**src/hw/rtl/integer_to_radix_digits_unit_macros.svh**
```systemverilog
// Assertion macros used by the radix digit converter back end.
`ifndef INTEGER_TO_RADIX_DIGITS_UNIT_MACROS_SVH
`define INTEGER_TO_RADIX_DIGITS_UNIT_MACROS_SVH

`ifndef SYNTHESIS
`define ITRD_ASSERT_IMP(lbl, clk, rst, ante, cons) \
   lbl: assert property (@(posedge clk) disable iff (rst) (ante) |-> (cons)) \
      else $error("itrd assertion failed");
`define ITRD_ASSERT_NXT(lbl, clk, rst, ante, cons) \
   lbl: assert property (@(posedge clk) disable iff (rst) (ante) |=> (cons)) \
      else $error("itrd assertion failed");
`else
`define ITRD_ASSERT_IMP(lbl, clk, rst, ante, cons)
`define ITRD_ASSERT_NXT(lbl, clk, rst, ante, cons)
`endif

`endif

```
**src/hw/rtl/itrd_pkg.sv**
```systemverilog
// Package: constants, types and helper functions of the radix digit converter.
`timescale 1ns / 1ps
`default_nettype none

package itrd_pkg;

   localparam int RADIX_W        = 6;
   localparam int DIGIT_W        = 6;
   localparam int CHAR_W         = 7;
   localparam int DEF_MAX_DIGITS = 32;
   localparam int DEF_VALUE_BITS = 31;
   localparam int BITS_PER_STEP  = 8;
   localparam int QUEUE_DEPTH    = 2;

   localparam logic [RADIX_W-1:0] RADIX_MIN   = 6'd2;
   localparam logic [RADIX_W-1:0] RADIX_MAX   = 6'd36;
   localparam logic [RADIX_W-1:0] RADIX_RESET = 6'd10;
   localparam logic [DIGIT_W-1:0] DIGIT_TOP   = 6'd35;
   localparam logic [DIGIT_W-1:0] DIGIT_TEN   = 6'd10;
   localparam logic [CHAR_W-1:0]  CHAR_ZERO   = 7'h30;
   localparam logic [CHAR_W-1:0]  CHAR_LOWER_A = 7'h61;

   typedef enum logic [1:0] {
      BK_IDLE,
      BK_DIV,
      BK_RD,
      BK_LD
   } back_state_type;

   function automatic logic [RADIX_W-1:0] eff_radix(input logic [RADIX_W-1:0] r);
      logic [RADIX_W-1:0] e;
      e = r;
      if (r < RADIX_MIN) begin
         e = RADIX_MIN;
      end else if (r > RADIX_MAX) begin
         e = RADIX_MAX;
      end
      return e;
   endfunction

   function automatic logic [CHAR_W-1:0] glyph(input logic [DIGIT_W-1:0] d);
      logic [DIGIT_W-1:0] c;
      logic [CHAR_W-1:0]  g;
      c = (d > DIGIT_TOP) ? DIGIT_TOP : d;
      if (c < DIGIT_TEN) begin
         g = CHAR_ZERO + {1'b0, c};
      end else begin
         g = CHAR_LOWER_A + {1'b0, c - DIGIT_TEN};
      end
      return g;
   endfunction

endpackage

`default_nettype wire

```
**src/hw/rtl/integer_to_radix_digits_unit.sv**
```systemverilog
// Top level of the integer to radix digit string converter.
//
//   channel  dir  handshake              payload
//   req      in   req_valid/req_ready    req_value
//   rsp      out  rsp_valid/rsp_ready    rsp_digit_char, rsp_last
//   csr      in   csr_valid/csr_ready    csr_radix
//
// Each digit is produced by the division loop (eight quotient bits a cycle)
// and then read back from the digit RAM.
// Synchronous active-high reset; radix resets to ten.
// The two-entry queue keeps taking requests while the back end works or stalls, until it is full.
`timescale 1ns / 1ps
`default_nettype none

module integer_to_radix_digits_unit #(
   parameter int MAX_DIGITS = itrd_pkg::DEF_MAX_DIGITS,
   parameter int VALUE_BITS = itrd_pkg::DEF_VALUE_BITS
) (
   input  wire logic                          clock,
   input  wire logic                          reset,
   input  wire logic                          req_valid,
   output logic                               req_ready,
   input  wire logic [VALUE_BITS-1:0]         req_value,
   output logic                               rsp_valid,
   input  wire logic                          rsp_ready,
   output logic [itrd_pkg::CHAR_W-1:0]        rsp_digit_char,
   output logic                               rsp_last,
   input  wire logic                          csr_valid,
   output logic                               csr_ready,
   input  wire logic [itrd_pkg::RADIX_W-1:0]  csr_radix
);

   localparam int JOB_W = itrd_pkg::RADIX_W + VALUE_BITS;

   logic             q_full;
   logic             q_push;
   logic [JOB_W-1:0] q_in;
   logic             q_pop;
   logic             q_valid;
   logic [JOB_W-1:0] q_head;

   itrd_front #(
      .VALUE_BITS (VALUE_BITS)
   ) u_front (
      .clock     (clock),
      .reset     (reset),
      .req_valid (req_valid),
      .req_ready (req_ready),
      .req_value (req_value),
      .csr_valid (csr_valid),
      .csr_ready (csr_ready),
      .csr_radix (csr_radix),
      .q_full    (q_full),
      .q_push    (q_push),
      .q_data    (q_in)
   );

   itrd_queue #(
      .WIDTH (JOB_W)
   ) u_queue (
      .clock      (clock),
      .reset      (reset),
      .push       (q_push),
      .push_data  (q_in),
      .full       (q_full),
      .pop        (q_pop),
      .head_valid (q_valid),
      .head_data  (q_head)
   );

   itrd_back #(
      .MAX_DIGITS (MAX_DIGITS),
      .VALUE_BITS (VALUE_BITS)
   ) u_back (
      .clock          (clock),
      .reset          (reset),
      .job_valid      (q_valid),
      .job_radix      (q_head[JOB_W-1:VALUE_BITS]),
      .job_value      (q_head[VALUE_BITS-1:0]),
      .job_pop        (q_pop),
      .rsp_valid      (rsp_valid),
      .rsp_ready      (rsp_ready),
      .rsp_digit_char (rsp_digit_char),
      .rsp_last       (rsp_last)
   );

endmodule

`default_nettype wire

```
**src/hw/rtl/itrd_ram.sv**
```systemverilog
// Generic single-port-write, single-port-read RAM with registered read data.
`timescale 1ns / 1ps
`default_nettype none

module itrd_ram #(
   parameter int WIDTH = 8,
   parameter int DEPTH = 32
) (
   input  wire logic                     clock,
   input  wire logic                     wr_en,
   input  wire logic [$clog2(DEPTH)-1:0] wr_addr,
   input  wire logic [WIDTH-1:0]         wr_data,
   input  wire logic [$clog2(DEPTH)-1:0] rd_addr,
   output logic      [WIDTH-1:0]         rd_data
);

   logic [WIDTH-1:0] mem_ff [DEPTH];

   always_ff @(posedge clock) begin
      if (wr_en) begin
         mem_ff[wr_addr] <= wr_data;
      end
      rd_data <= mem_ff[rd_addr];
   end

endmodule

`default_nettype wire

```
**src/hw/rtl/itrd_queue.sv**
```systemverilog
// Short request queue between the front and the back of the converter.
`timescale 1ns / 1ps
`default_nettype none

module itrd_queue #(
   parameter int WIDTH = 37
) (
   input  wire logic             clock,
   input  wire logic             reset,
   input  wire logic             push,
   input  wire logic [WIDTH-1:0] push_data,
   output logic                  full,
   input  wire logic             pop,
   output logic                  head_valid,
   output logic      [WIDTH-1:0] head_data
);

   localparam int DEPTH = itrd_pkg::QUEUE_DEPTH;
   localparam int PTR_W = $clog2(DEPTH);
   localparam int CNT_W = $clog2(DEPTH + 1);

   logic [WIDTH-1:0] slot_ff [DEPTH];
   logic [PTR_W-1:0] wr_ptr_ff, wr_ptr_in;
   logic [PTR_W-1:0] rd_ptr_ff, rd_ptr_in;
   logic [CNT_W-1:0] cnt_ff, cnt_in;

   assign full       = (cnt_ff == CNT_W'(DEPTH));
   assign head_valid = (cnt_ff != '0);
   assign head_data  = slot_ff[rd_ptr_ff];

   always_comb begin
      wr_ptr_in = wr_ptr_ff;
      rd_ptr_in = rd_ptr_ff;
      cnt_in    = cnt_ff;
      if (push) begin
         wr_ptr_in = (wr_ptr_ff == PTR_W'(DEPTH - 1)) ? '0 : wr_ptr_ff + 1'b1;
      end
      if (pop) begin
         rd_ptr_in = (rd_ptr_ff == PTR_W'(DEPTH - 1)) ? '0 : rd_ptr_ff + 1'b1;
      end
      if (push && !pop) begin
         cnt_in = cnt_ff + 1'b1;
      end else if (pop && !push) begin
         cnt_in = cnt_ff - 1'b1;
      end
   end

   always_ff @(posedge clock) begin
      if (reset) begin
         wr_ptr_ff <= '0;
         rd_ptr_ff <= '0;
         cnt_ff    <= '0;
      end else begin
         wr_ptr_ff <= wr_ptr_in;
         rd_ptr_ff <= rd_ptr_in;
         cnt_ff    <= cnt_in;
      end
   end

   always_ff @(posedge clock) begin
      if (push) begin
         slot_ff[wr_ptr_ff] <= push_data;
      end
   end

endmodule

`default_nettype wire

```
**src/hw/rtl/itrd_front.sv**
```systemverilog
// Front end: radix register, request intake and radix clamping.
`timescale 1ns / 1ps
`default_nettype none

module itrd_front #(
   parameter int VALUE_BITS = itrd_pkg::DEF_VALUE_BITS
) (
   input  wire logic                                 clock,
   input  wire logic                                 reset,
   input  wire logic                                 req_valid,
   output logic                                      req_ready,
   input  wire logic [VALUE_BITS-1:0]                req_value,
   input  wire logic                                 csr_valid,
   output logic                                      csr_ready,
   input  wire logic [itrd_pkg::RADIX_W-1:0]         csr_radix,
   input  wire logic                                 q_full,
   output logic                                      q_push,
   output logic [itrd_pkg::RADIX_W+VALUE_BITS-1:0]   q_data
);

   logic [itrd_pkg::RADIX_W-1:0] radix_ff;

   assign csr_ready = 1'b1;
   assign req_ready = !q_full;
   assign q_push    = req_valid && !q_full;
   assign q_data    = {itrd_pkg::eff_radix(radix_ff), req_value};

   always_ff @(posedge clock) begin
      if (reset) begin
         radix_ff <= itrd_pkg::RADIX_RESET;
      end else if (csr_valid) begin
         radix_ff <= csr_radix;
      end
   end

endmodule

`default_nettype wire

```
**src/hw/rtl/itrd_back.sv**
```systemverilog
// Back end: digit-serial long division, digit store and reversed read-out.
`timescale 1ns / 1ps
`default_nettype none

`include "integer_to_radix_digits_unit_macros.svh"

module itrd_back #(
   parameter int MAX_DIGITS = itrd_pkg::DEF_MAX_DIGITS,
   parameter int VALUE_BITS = itrd_pkg::DEF_VALUE_BITS
) (
   input  wire logic                               clock,
   input  wire logic                               reset,
   input  wire logic                               job_valid,
   input  wire logic [itrd_pkg::RADIX_W-1:0]       job_radix,
   input  wire logic [VALUE_BITS-1:0]              job_value,
   output logic                                    job_pop,
   output logic                                    rsp_valid,
   input  wire logic                               rsp_ready,
   output logic [itrd_pkg::CHAR_W-1:0]             rsp_digit_char,
   output logic                                    rsp_last
);

   localparam int BPS    = itrd_pkg::BITS_PER_STEP;
   localparam int STEPS  = (VALUE_BITS + BPS - 1) / BPS;
   localparam int PAD_W  = STEPS * BPS;
   localparam int STEP_W = $clog2(STEPS + 1);
   localparam int ADDR_W = $clog2(MAX_DIGITS);
   localparam int CNT_W  = $clog2(MAX_DIGITS + 1);
   localparam int DW     = itrd_pkg::DIGIT_W;
   localparam int RW     = itrd_pkg::RADIX_W;

   itrd_pkg::back_state_type state_ff, state_in;

   logic [PAD_W-1:0]  sh_ff, sh_in;
   logic [DW-1:0]     rem_ff, rem_in;
   logic [RW-1:0]     radix_ff, radix_in;
   logic [STEP_W-1:0] step_ff, step_in;
   logic [CNT_W-1:0]  cnt_ff, cnt_in;
   logic [ADDR_W-1:0] idx_ff, idx_in;
   logic              out_valid_ff, out_valid_in;
   logic [itrd_pkg::CHAR_W-1:0] out_char_ff, out_char_in;
   logic              out_last_ff, out_last_in;

   logic [PAD_W-1:0]  sh_v;
   logic [DW:0]       part_v;
   logic [DW-1:0]     rem_v;
   logic              wr_en;
   logic [DW-1:0]     rd_digit;
   logic              out_load;

   // eight restoring division steps on the shifting dividend
   always_comb begin
      sh_v  = sh_ff;
      rem_v = rem_ff;
      for (int i = 0; i < BPS; i++) begin
         part_v = {rem_v, sh_v[PAD_W-1]};
         sh_v   = {sh_v[PAD_W-2:0], 1'b0};
         if (part_v >= {1'b0, radix_ff}) begin
            part_v  = part_v - {1'b0, radix_ff};
            sh_v[0] = 1'b1;
         end
         rem_v = part_v[DW-1:0];
      end
   end

   always_comb begin
      state_in     = state_ff;
      sh_in        = sh_ff;
      rem_in       = rem_ff;
      radix_in     = radix_ff;
      step_in      = step_ff;
      cnt_in       = cnt_ff;
      idx_in       = idx_ff;
      out_char_in  = out_char_ff;
      out_last_in  = out_last_ff;
      job_pop      = 1'b0;
      wr_en        = 1'b0;
      out_load     = 1'b0;
      unique case (state_ff)
         itrd_pkg::BK_IDLE: begin
            if (job_valid) begin
               job_pop  = 1'b1;
               sh_in    = PAD_W'(job_value);
               rem_in   = '0;
               radix_in = job_radix;
               step_in  = STEP_W'(STEPS);
               cnt_in   = '0;
               state_in = itrd_pkg::BK_DIV;
            end
         end
         itrd_pkg::BK_DIV: begin
            sh_in   = sh_v;
            rem_in  = rem_v;
            step_in = step_ff - 1'b1;
            if (step_ff == STEP_W'(1)) begin
               wr_en   = 1'b1;
               cnt_in  = cnt_ff + 1'b1;
               rem_in  = '0;
               step_in = STEP_W'(STEPS);
               if (sh_v == '0 || cnt_ff == CNT_W'(MAX_DIGITS - 1)) begin
                  idx_in   = cnt_ff[ADDR_W-1:0];
                  state_in = itrd_pkg::BK_RD;
               end
            end
         end
         itrd_pkg::BK_RD: begin
            state_in = itrd_pkg::BK_LD;
         end
         itrd_pkg::BK_LD: begin
            if (!out_valid_ff || rsp_ready) begin
               out_load    = 1'b1;
               out_char_in = itrd_pkg::glyph(rd_digit);
               out_last_in = (idx_ff == '0);
               if (idx_ff == '0) begin
                  state_in = itrd_pkg::BK_IDLE;
               end else begin
                  idx_in   = idx_ff - 1'b1;
                  state_in = itrd_pkg::BK_RD;
               end
            end
         end
         default: begin
            state_in = itrd_pkg::BK_IDLE;
         end
      endcase
      out_valid_in = out_load ? 1'b1 : (rsp_ready ? 1'b0 : out_valid_ff);
   end

   itrd_ram #(
      .WIDTH (DW),
      .DEPTH (MAX_DIGITS)
   ) u_digits (
      .clock   (clock),
      .wr_en   (wr_en),
      .wr_addr (cnt_ff[ADDR_W-1:0]),
      .wr_data (rem_v),
      .rd_addr (idx_ff),
      .rd_data (rd_digit)
   );

   always_ff @(posedge clock) begin
      if (reset) begin
         state_ff     <= itrd_pkg::BK_IDLE;
         step_ff      <= '0;
         cnt_ff       <= '0;
         idx_ff       <= '0;
         out_valid_ff <= 1'b0;
      end else begin
         state_ff     <= state_in;
         step_ff      <= step_in;
         cnt_ff       <= cnt_in;
         idx_ff       <= idx_in;
         out_valid_ff <= out_valid_in;
      end
   end

   always_ff @(posedge clock) begin
      sh_ff       <= sh_in;
      rem_ff      <= rem_in;
      radix_ff    <= radix_in;
      out_char_ff <= out_char_in;
      out_last_ff <= out_last_in;
   end

   assign rsp_valid      = out_valid_ff;
   assign rsp_digit_char = out_char_ff;
   assign rsp_last       = out_last_ff;

   `ITRD_ASSERT_IMP(a_rem_below_radix, clock, reset, state_ff == itrd_pkg::BK_DIV, rem_ff < radix_ff)
   `ITRD_ASSERT_IMP(a_cnt_bound, clock, reset, 1'b1, cnt_ff <= CNT_W'(MAX_DIGITS))
   `ITRD_ASSERT_IMP(a_pop_idle, clock, reset, job_pop, state_ff == itrd_pkg::BK_IDLE)
   `ITRD_ASSERT_NXT(a_last_to_idle, clock, reset, out_load && idx_ff == '0, state_ff == itrd_pkg::BK_IDLE && rsp_valid && rsp_last)

endmodule

`default_nettype wire
```
**config.mk**
```make
export PLATFORM = sky130hd
export DESIGN_NAME = integer_to_radix_digits_unit
export DESIGN_NICKNAME = d
export VERILOG_FILES = /design/src/hw/rtl/itrd_pkg.sv /design/src/hw/rtl/integer_to_radix_digits_unit.sv /design/src/hw/rtl/itrd_ram.sv /design/src/hw/rtl/itrd_queue.sv /design/src/hw/rtl/itrd_front.sv /design/src/hw/rtl/itrd_back.sv
export VERILOG_INCLUDE_DIRS = /design/src /design/src/hw/rtl
export SDC_FILE = /design/constraint.sdc
export NUM_CORES = 1
export LEC_CHECK = 0
export ABC_AREA = 1
export BUFFER_PORTS_ARGS = -buffer_cell sky130_fd_sc_hd__buf_2
export CAP_MARGIN = 40
export CORE_MARGIN = 3
export CORE_UTILIZATION = 50
export CTS_CLUSTER_DIAMETER = 200
export DETAILED_ROUTE_END_ITERATION = 10
export PLACE_DENSITY = 0.66
export SLEW_MARGIN = 5
export SYNTH_ARGS = -nofsm -noshare
export SYNTH_HDL_FRONTEND = slang
export SYNTH_SLANG_ARGS = --single-unit
```
**constraint.sdc**
```tcl
create_clock -name clock -period 23.4 [get_ports clock]
set_clock_uncertainty 0.2 [all_clocks]
set_input_delay 0 -clock clock [delete_from_list [all_inputs] [get_ports clock]]
set_output_delay 0 -clock clock [all_outputs]
set_load 0.005 [all_outputs]
```
==> results.ini <==
[worst_setup_path]
cp-start-kind = flop
crit_path_frequent_cell = nand2_1
end_kind = flop
worst_r2r_path_depth = 85
r2r-start = u_back.radix_ff[1]
cp-startpoint = u_back.radix_ff[1]
critPathArrivalTime_ns = 14.96
critPathMaxFanout = 32
critical_path_class = flop to flop
cp-endpoint = u_back.u_digits.mem_ff[28][1]
cpPeakStageDelay_ns = 0.71
reg2reg_to = u_back.u_digits.mem_ff[28][1]
r2r_slack_ns = 8.42
worstPathRequired_ns = 23.38
cpMaxStageDelayCell = inv_1

[clocking]
cts_buffer_depth = 3
clock_sinks = 352
cts_root_buf = clkbuf_16
cts.clk_slew.worst_paths_ns = 0.06
cts-htree-levels = 2
cts_inserted_buffers = 37
clk_latency_ns = 0.51
cts_tree = yes

[grt]
grt-ovfl-total = 0
grt_pass1_wl_um = 62820
antenna_found_initial = 1
grt.total_usage = 0.2232
grt_pass1_vias = 11640
grt_max_degree = 87

[sta]
hold_viol = 0
clock.fmax_ghz = 0.06676
layout_min_cycle_time_ns = 14.98
worst_pin_slew_ns = 0.9396
setup_viol = 0
relSlewSlack = 0.3729
rsz0062_at_grt = false
setup-tns-final_ns = 0
fin_crit_sh = 0.6401
slew_violations = 0

[final_layout]
drive_above_1_share = 0.1119
antenna_cells = 0
final_nets = 1780
area_growth_pct = 15.92

[logic_synthesis]
synthDistinctLibCells = 55
synth_area_leaders = edfxtp_1 (57%), o21ai_0 (5.5%), nor2_1 (4.8%)
ys_seq_elements = 352
synth_edf_count = 318
synth_fa_ha_area_frac = 0.05271
synth_seq_area_share = 0.6087
async_reset_ff_frac = 0
synth_top_cell_by_area = edfxtp_1
synth_top_family_by_area = simple AND/OR/NAND/NOR gates
netlist.area_leader.share = 0.5682
synth_most_common_cell = edfxtp_1
synthSimpleGateAreaFrac = 0.1434
synth_common_cells = edfxtp_1 (318), nor2_1 (214), nand2_1 (194), o21ai_0 (186), inv_1 (151)
syn_avg_cell_area_um2 = 10.79
synth_area_um2 = 16810
synth_ff_type = edfxtp_1
synth_warnings = 0
synth-compound-area-share = 0.1176
synthesis.nets = 1665
syn_inst = 1557
synthMuxAreaShare = 0.008189
synth_xor_area_frac = 0.01876

[route]
first_pass_iters = 5
via_per_inst = 5.592
final_antenna_net_count = 0
num_vias = 11970
drc_errors = 0
drt_wl_total_um = 39760
wire_per_inst_um = 18.58
drtIter0Drc = 1014

[worst_hold_path]
min-delay-path-class = primary input to flop
holdPathStages = 2

[floorplan]
core_area_um2 = 32870
die_h_um = 189.3
die_x_um = 189.3
io_pins = 53
die-area_um2 = 35850
start_util = 0.5114
row_count = 66

[status]
outcome = finished, final reports clean

[job]
drv_cap = 0

[placement]
port_buffers = 51
place_hpwl_um = 25520
place.gp.congestion = 0.9114

==> worst min-delay path by stage <==
stage | from | to | slack [ns]
finish | req_value[26] | u_queue.slot_ff[0][26] | 0.03
global route | req_value[9] | u_queue.slot_ff[0][9] | 0.02
CTS | req_value[21] | u_queue.slot_ff[1][21] | 0.0004
detailed placement | req_value[25] | u_queue.slot_ff[0][25] | -0.008
global placement | req_value[25] | u_queue.slot_ff[1][25] | -0.01
floorplan | req_value[0] | u_queue.slot_ff[0][0] | -0.10
==> metal layers <==
layer | share of wire | vias up | GRT usage
met5 | 0 | - | 0
met4 | 0.027 | 0 | 0.06653
met3 | 0.079 | 89 | 0.04258
met2 | 0.46 | 448 | 0.3499
met1 | 0.44 | 5707 | 0.3194
li1 | - | 5722 | -
==> cell usage in the layout (no fill, tap or decap), types with 12 or more instances in the layout <==
cell type	instances
dlygate4sd3_1	65
buf_4	12
clkbuf_16	38
nor2_1	210
nand3_1	46
inv_1	151
a31oi_1	12
xnor2_1	15
dfxtp_1	32
o21ai_1	16
a21oi_1	41
o221ai_1	38
nand2_1	194
nand4_1	13
buf_2	51
o21ai_0	186
ha_1	58
xor2_1	21
edfxtp_1	318
==> per-stage QoR <==
step                      setup WS (ns)  hold slack (ns)  cells  area [um^2]  utilization
after CTS                         8.429        0.0004155   2140        19480       0.5928
after floorplan                   10.42          -0.1011   1557        16810            -
final                             8.421          0.02524   2140        19480       0.5928
after global routing              6.756          0.02289   2140        19480       0.5928
after detailed placement          8.422        -0.008357   2010        17660       0.5372
after global placement            9.218         -0.01207   2000        17470       0.5314
==> flip-flops by register name, summed over array words and instances (netlist names), 3 cells and up, named ones only <==
| register | flops |
|---|---|
| u_back.radix_ff | 6 |
| u_back.rem_ff | 6 |
| u_back.u_digits.mem_ff | 192 |
| u_back.u_digits.rd_data | 6 |
| u_queue.slot_ff | 74 |
| u_back.idx_ff | 5 |
| u_back.rsp_digit_char | 7 |
| u_back.cnt_ff | 6 |
| u_back.sh_ff | 32 |
| u_front.radix_ff | 6 |
| u_back.step_ff | 3 |
==> worst max-delay path, delay by kind of cell, from the launching register on <==
kind | cells | cell delay [ns]
flops | 1 | 0.61
buf+inv | 13 | 2.11
compound gates | 28 | 4.89
fa+ha+maj | 8 | 2.64
simple gates | 36 | 4.17
==> cells by family after synthesis <==
group / Yosys count
other: 1
AND/OR/NAND/NOR: 533
buffers and inverters: 218
multiplexers: 13
flip-flops: 352
AO/OA/AOI/OAI: 338
XOR/XNOR: 36
adder cells (fa/ha/maj): 66
==> area by class of cell <==
type	count	area, um^2
clock buffer	47	994.7
clock inverter	18	181.4
fill	2748	13380
inverter	158	595.6
multi-input combinational	987	5754
sequential	352	10230
tap	442	553.0
timing repair buffer	136	1171
==> timing repair <==
action | in CTS | in global routing
buffers inserted | 0 | 0
hold buffers | 65 | 0
gates resized for setup | 0 | 0
hold endpoints to repair | 115 | 0
Power is left out: the tool's default activity adds up to more than one toggle a clock period on the data nets, which glitch-free logic cannot reach.
